==> src/rtl/sym_pkg.sv <==
`default_nettype none
package sym_pkg;
	localparam int MAX_ENTRIES = 1024;
	localparam int MAX_OPS = 64;
	localparam int FRAC_BITS = 24;
	localparam int IDX_W = $clog2(MAX_ENTRIES);
	localparam int CNT_W = IDX_W + 1;
	localparam int SLOT_W = $clog2(MAX_OPS);
	localparam int OPI_W = $clog2(MAX_OPS * 3);
	localparam int COORD_W = FRAC_BITS + 1;
	localparam int QD = 4;
	localparam int QA_W = 2;

	typedef enum logic [1:0] {
		OP_CLEAR = 2'd0,
		OP_LOAD  = 2'd1,
		OP_APPLY = 2'd2,
		OP_NONE  = 2'd3
	} opcode_t;

	typedef enum logic [2:0] {
		ST_ADDED = 3'd0,
		ST_DUP   = 3'd1,
		ST_FULL  = 3'd2,
		ST_ACK   = 3'd3,
		ST_BAD   = 3'd4
	} status_t;

	typedef enum logic [1:0] {
		F_IDLE,
		F_MUL,
		F_SUM,
		F_PUSH
	} fr_state_t;

	typedef enum logic [1:0] {
		BK_IDLE,
		BK_SCAN,
		BK_DONE
	} bk_state_t;

	typedef struct packed {
		logic                 scan;
		status_t              status;
		logic [COORD_W-1:0]   x;
		logic [COORD_W-1:0]   y;
		logic [COORD_W-1:0]   z;
		logic [7:0]           kind;
		logic                 clear;
	} job_t;

	function automatic logic [COORD_W-1:0] fold(input logic signed [31:0] v,
			input logic [24:0] tol);
		logic signed [33:0] one;
		logic signed [33:0] vv;
		logic signed [33:0] t;
		logic signed [33:0] nv;
		one = 34'sd1 <<< FRAC_BITS;
		vv = 34'(v);
		t = 34'(signed'({9'd0, tol}));
		nv = -vv;
		if (vv > one) fold = COORD_W'(vv[FRAC_BITS-1:0]);
		else if (vv < t && vv > -t) fold = '0;
		else if (vv < 0) fold = COORD_W'(one - 34'(nv[FRAC_BITS-1:0]));
		else if (vv > one - t) fold = COORD_W'(one);
		else fold = COORD_W'(vv);
	endfunction

	function automatic logic near(input logic [COORD_W-1:0] a,
			input logic [COORD_W-1:0] b, input logic [24:0] tol);
		logic signed [COORD_W+1:0] d;
		logic signed [COORD_W+1:0] t;
		d = signed'({2'b0, a}) - signed'({2'b0, b});
		t = signed'((COORD_W + 2)'(tol));
		near = (d <= t) && (d >= -t);
	endfunction
endpackage
`default_nettype wire

==> src/rtl/sym_queue.sv <==
`default_nettype none
module sym_queue (
	input  wire            clk,
	input  wire            arst_n,
	input  wire            push,
	input  sym_pkg::job_t  din,
	output logic           full,
	input  wire            pop,
	output logic           not_empty,
	output sym_pkg::job_t  dout
);
	import sym_pkg::*;

	job_t          mem_q [QD];
	logic [QA_W-1:0] wp_q, rp_q;
	logic [QA_W:0]   cnt_q;

	assign full = (cnt_q == (QA_W+1)'(QD));
	assign not_empty = (cnt_q != '0);
	assign dout = mem_q[rp_q];

	always_ff @(posedge clk) begin
		if (push && !full) mem_q[wp_q] <= din;
	end

	always_ff @(posedge clk or negedge arst_n) begin
		if (!arst_n) begin
			wp_q <= '0;
			rp_q <= '0;
			cnt_q <= '0;
		end else begin
			if (push && !full) wp_q <= wp_q + 1'b1;
			if (pop && not_empty) rp_q <= rp_q + 1'b1;
			cnt_q <= cnt_q + (QA_W+1)'(push && !full) - (QA_W+1)'(pop && not_empty);
		end
	end
endmodule
`default_nettype wire

==> config.mk <==
export PLATFORM = sky130hd
export DESIGN_NAME = sym_queue
export DESIGN_NICKNAME = d
export VERILOG_FILES = /design/src/rtl/sym_pkg.sv /design/src/rtl/sym_queue.sv
export SDC_FILE = /design/constraint.sdc
export NUM_CORES = 1
export LEC_CHECK = 0
export BUFFER_PORTS_ARGS = -buffer_cell sky130_fd_sc_hd__buf_2
export CORE_ASPECT_RATIO = 0.75
export CORE_MARGIN = 4
export CORE_UTILIZATION = 45
export CTS_CLUSTER_DIAMETER = 150
export DETAILED_ROUTE_END_ITERATION = 6
export PLACE_DENSITY = 0.65
export SLEW_MARGIN = 40
export SYNTH_ARGS = -nofsm -noshare
export SYNTH_HDL_FRONTEND = slang
export SYNTH_SLANG_ARGS = --single-unit
export TNS_END_PERCENT = 1
==> constraint.sdc <==
create_clock -name clk -period 8.5 [get_ports clk]
set_clock_uncertainty 0.2 [all_clocks]
set_input_delay 1.275 -clock clk [delete_from_list [all_inputs] [get_ports clk]]
set_output_delay 1.275 -clock clk [all_outputs]
set_load 0.05 [all_outputs]
==> results.json <==
{
  "outcome": "finished, final reports clean",
  "grt_first_pass_wirelength_um": 37800,
  "fin_nets": 806,
  "dr.first_iter.drc_count": 298,
  "ys_ff_latch": 359,
  "half_perimeter_wire_length_after_placement_um": 15000,
  "cts-root-to-sink-buffers": 3,
  "critical_path.max_fanout": 75,
  "floorplan.initialDensity": 0.456,
  "hold_fix_buffer_count_after_cts": 0,
  "rr_endpoint": "mem_q[1][18]$_DFFE_PP_",
  "ant_nets": 0,
  "total_power_mw": 6.23,
  "total_routing_usage_reported_by_global_routing": 0.154,
  "slowest_delay_ns": 0.68,
  "adder_and_majority_gate_portion_of_the_synthesized_area": 0.00717,
  "timing.hold.ws_ns": 0.389,
  "layout.cells.non_filler": 1119,
  "synth.yosys.seq_area_share": 0.810,
  "post-route-period-util": 0.464,
  "criticalPathCategory": "reg2out",
  "postRouteWirelength_um": 24400,
  "synth.cells.most_frequent": "sky130_fd_sc_hd__edfxtp_1, sky130_fd_sc_hd__mux4_2, sky130_fd_sc_hd__buf_12, sky130_fd_sc_hd__buf_2, sky130_fd_sc_hd__dfrtp_1",
  "main_combinational_cell_family_by_area_after_synthesis": "multiplexers",
  "post_layout_minimum_cycle_time_ns": 3.95,
  "viasPerCell": 5.26,
  "area.growth.synth_to_final_pct": 17.1,
  "edff_count_synth": 352,
  "share_of_flip_flops_with_an_asynchronous_set_or_reset": 0.0195,
  "timing.max_slew.rel_slack": 0.458,
  "critical_path.cell_chain": "buf_6 -> mux4_2 -> buf_2",
  "library_cell_used_as_clock_root_buffer": "sky130_fd_sc_hd__clkbuf_16",
  "worst_pin_slew_ns": 0.813,
  "n_antenna_cell": 0,
  "drc_violation_count_after_routing": 0,
  "cts_num_sinks": 359,
  "peak_supply_drop_mv": 0.252,
  "static-leakage-power_nw": 5.24,
  "post-cts-setup-buffers": 0,
  "cts_repair_resize_count": 0,
  "ff_to_ff_start": "cnt_q[2]$_DFF_PN0_",
  "multiInputGateArea_mm2": 0.00226,
  "rows": 54,
  "unrepaired_setup_endpoints_after_global_routing": "no",
  "register_area_mm2": 0.0108,
  "place.gp.congestion": 0.717,
  "drt-pass1-iter-count": 5,
  "placeableCoreArea_mm2": 0.0291,
  "predominant_post_synthesis_flop_cell": "sky130_fd_sc_hd__edfxtp_1",
  "worst_ep_arrival_time_ns": 2.47,
  "placedCellCount": 1062,
  "power_per_cell_area_mw_per_mm2": 401,
  "post-synth-top-count-cell": "sky130_fd_sc_hd__edfxtp_1",
  "synth_area_mm2": 0.0133,
  "synth_top_area_cell": "sky130_fd_sc_hd__edfxtp_1",
  "final.fill_count": 2269,
  "grt_pass1_vias": 6500,
  "setup-tns-final_ns": 0,
  "synth_cell_types": 21,
  "slowest_stage": "sky130_fd_sc_hd__buf_6",
  "pin_count": 182,
  "worst_r2r_path_depth": 3,
  "io_buffers": 181,
  "clk-insertion-delay-late_ns": 0.51,
  "dieArea_mm2": 0.0323,
  "max_clock_freq_mhz": 253,
  "synth_compound_gate_area_share": 0.00245,
  "synth_nets": 599,
  "synth.mux.area_fraction": 0.149,
  "height_of_the_chip_um": 157,
  "synth.top_cell.area_share": 0.797,
  "grt_max_degree": 76,
  "clock_tree_from_tritoncts": "yes",
  "finalSetupViolations": 0,
  "hold_path_class": "in2async",
  "avgRoutedWirePerCell_um": 21.8,
  "critical_path.endpoint_type": "output pin",
  "maxCapViolations": 0,
  "cts.clk_slew.worst_paths_ns": 0.06,
  "synthSimpleGateAreaFrac": 0.00793,
  "routed-via-count": 5888,
  "drive_above_1_share": 0.450,
  "syn_area_per_cell_um2": 26.5,
  "reg2reg_slack_ns": 5.65,
  "antenna_found_initial": 4,
  "hold_violations": 0,
  "tritoncts.num_buffers": 35,
  "synth_warnings": 0,
  "syn_inst": 500,
  "cts.htree.levels": 2,
  "cp-start-kind": "flop",
  "worst_ep_required_time_ns": 7.03,
  "synthTopCellsByArea": "sky130_fd_sc_hd__edfxtp_1, sky130_fd_sc_hd__mux4_2, sky130_fd_sc_hd__buf_12",
  "synth_xor_area_frac": 0.00264,
  "overflow": 0,
  "chipWidth_um": 206,
  "max_slew_violation_count": 0
}
==> final cells by class <==
class	instances	area share
clock inverters	14	0.00483
well taps	392	0.0316
inverters	5	0.00121
multi-input cells	116	0.146
clock buffers	43	0.0583
repair buffers	190	0.0658
flip-flops and latches	359	0.692
==> worst max-delay path by stage <==
stage | startpoint | to | slack (ns) | cells past startpoint
6_report | rp_q[1]$_DFFE_PN0P_ | dout[9] | 4.55 | 3
5_1_grt | rp_q[1]$_DFFE_PN0P_ | dout[9] | 4.44 | 3
3_5_place_dp | push | mem_q[1][80]$_DFFE_PP_ | 4.91 | 3
2_1_floorplan | push | mem_q[0][0]$_DFFE_PP_ | 4.46 | 1
3_3_place_gp | rp_q[0]$_DFFE_PN0P_ | dout[19] | 4.12 | 3
4_1_cts | rp_q[1]$_DFFE_PN0P_ | dout[9] | 4.48 | 3
==> logic make-up after synthesis <==
group                    Yosys count
flip-flops                       359
XOR/XNOR                           4
multiplexers                      88
buffers and inverters             25
AO/OA/AOI/OAI                      4
adder cells (fa/ha/maj)            7
AND/OR/NAND/NOR                   13
==> metal layers <==
layer | share of wire | vias up | GRT usage | wire, µm
met5 | 0.0015 | - | 0 | 36
met4 | 0.017 | 6 | 0.0389 | 417
met3 | 0.079 | 34 | 0.0510 | 1930
met2 | 0.50 | 176 | 0.254 | 12300
met1 | 0.40 | 3095 | 0.199 | 9710
li1 | - | 2577 | - | -
==> where the power goes <==
part	leakage, nW	switching [mW]	internal, mW
logic	1.46	1.72	0.725
clock network	0.477	0.596	0.755
registers	3.30	0.102	2.34
==> flip-flops by register name, indices dropped and copies added (netlist names) <==
register,count
cnt_q,3
wp_q,2
mem_q,352
rp_q,2
==> critical path, delay by kind of cell (launching register included) <==
family   cells  cell delay [ns]
flops        1             0.56
buf+inv      2             0.92
mux          1             0.46
==> cell usage in the layout (no fill, tap or decap), drive strengths merged, types with 3 or more instances in the layout <==
cell type,instances
and3b,4
buf,190
clkbuf,43
clkinv,10
dfrtp,7
edfxtp,352
ha,6
inv,8
mux4,88
nand2b,4
xnor2,3
==> stage by stage <==
step | util | setup slack (ns) | area (µm²)
2_1_floorplan | - | 4.46 | 13300
3_3_place_gp | 0.498 | 4.12 | 14500
3_5_place_dp | 0.501 | 4.91 | 14500
4_1_cts | 0.535 | 4.48 | 15500
5_1_grt | 0.535 | 4.44 | 15500
6_report | 0.535 | 4.55 | 15500
Power figures use the tool's default switching activity.
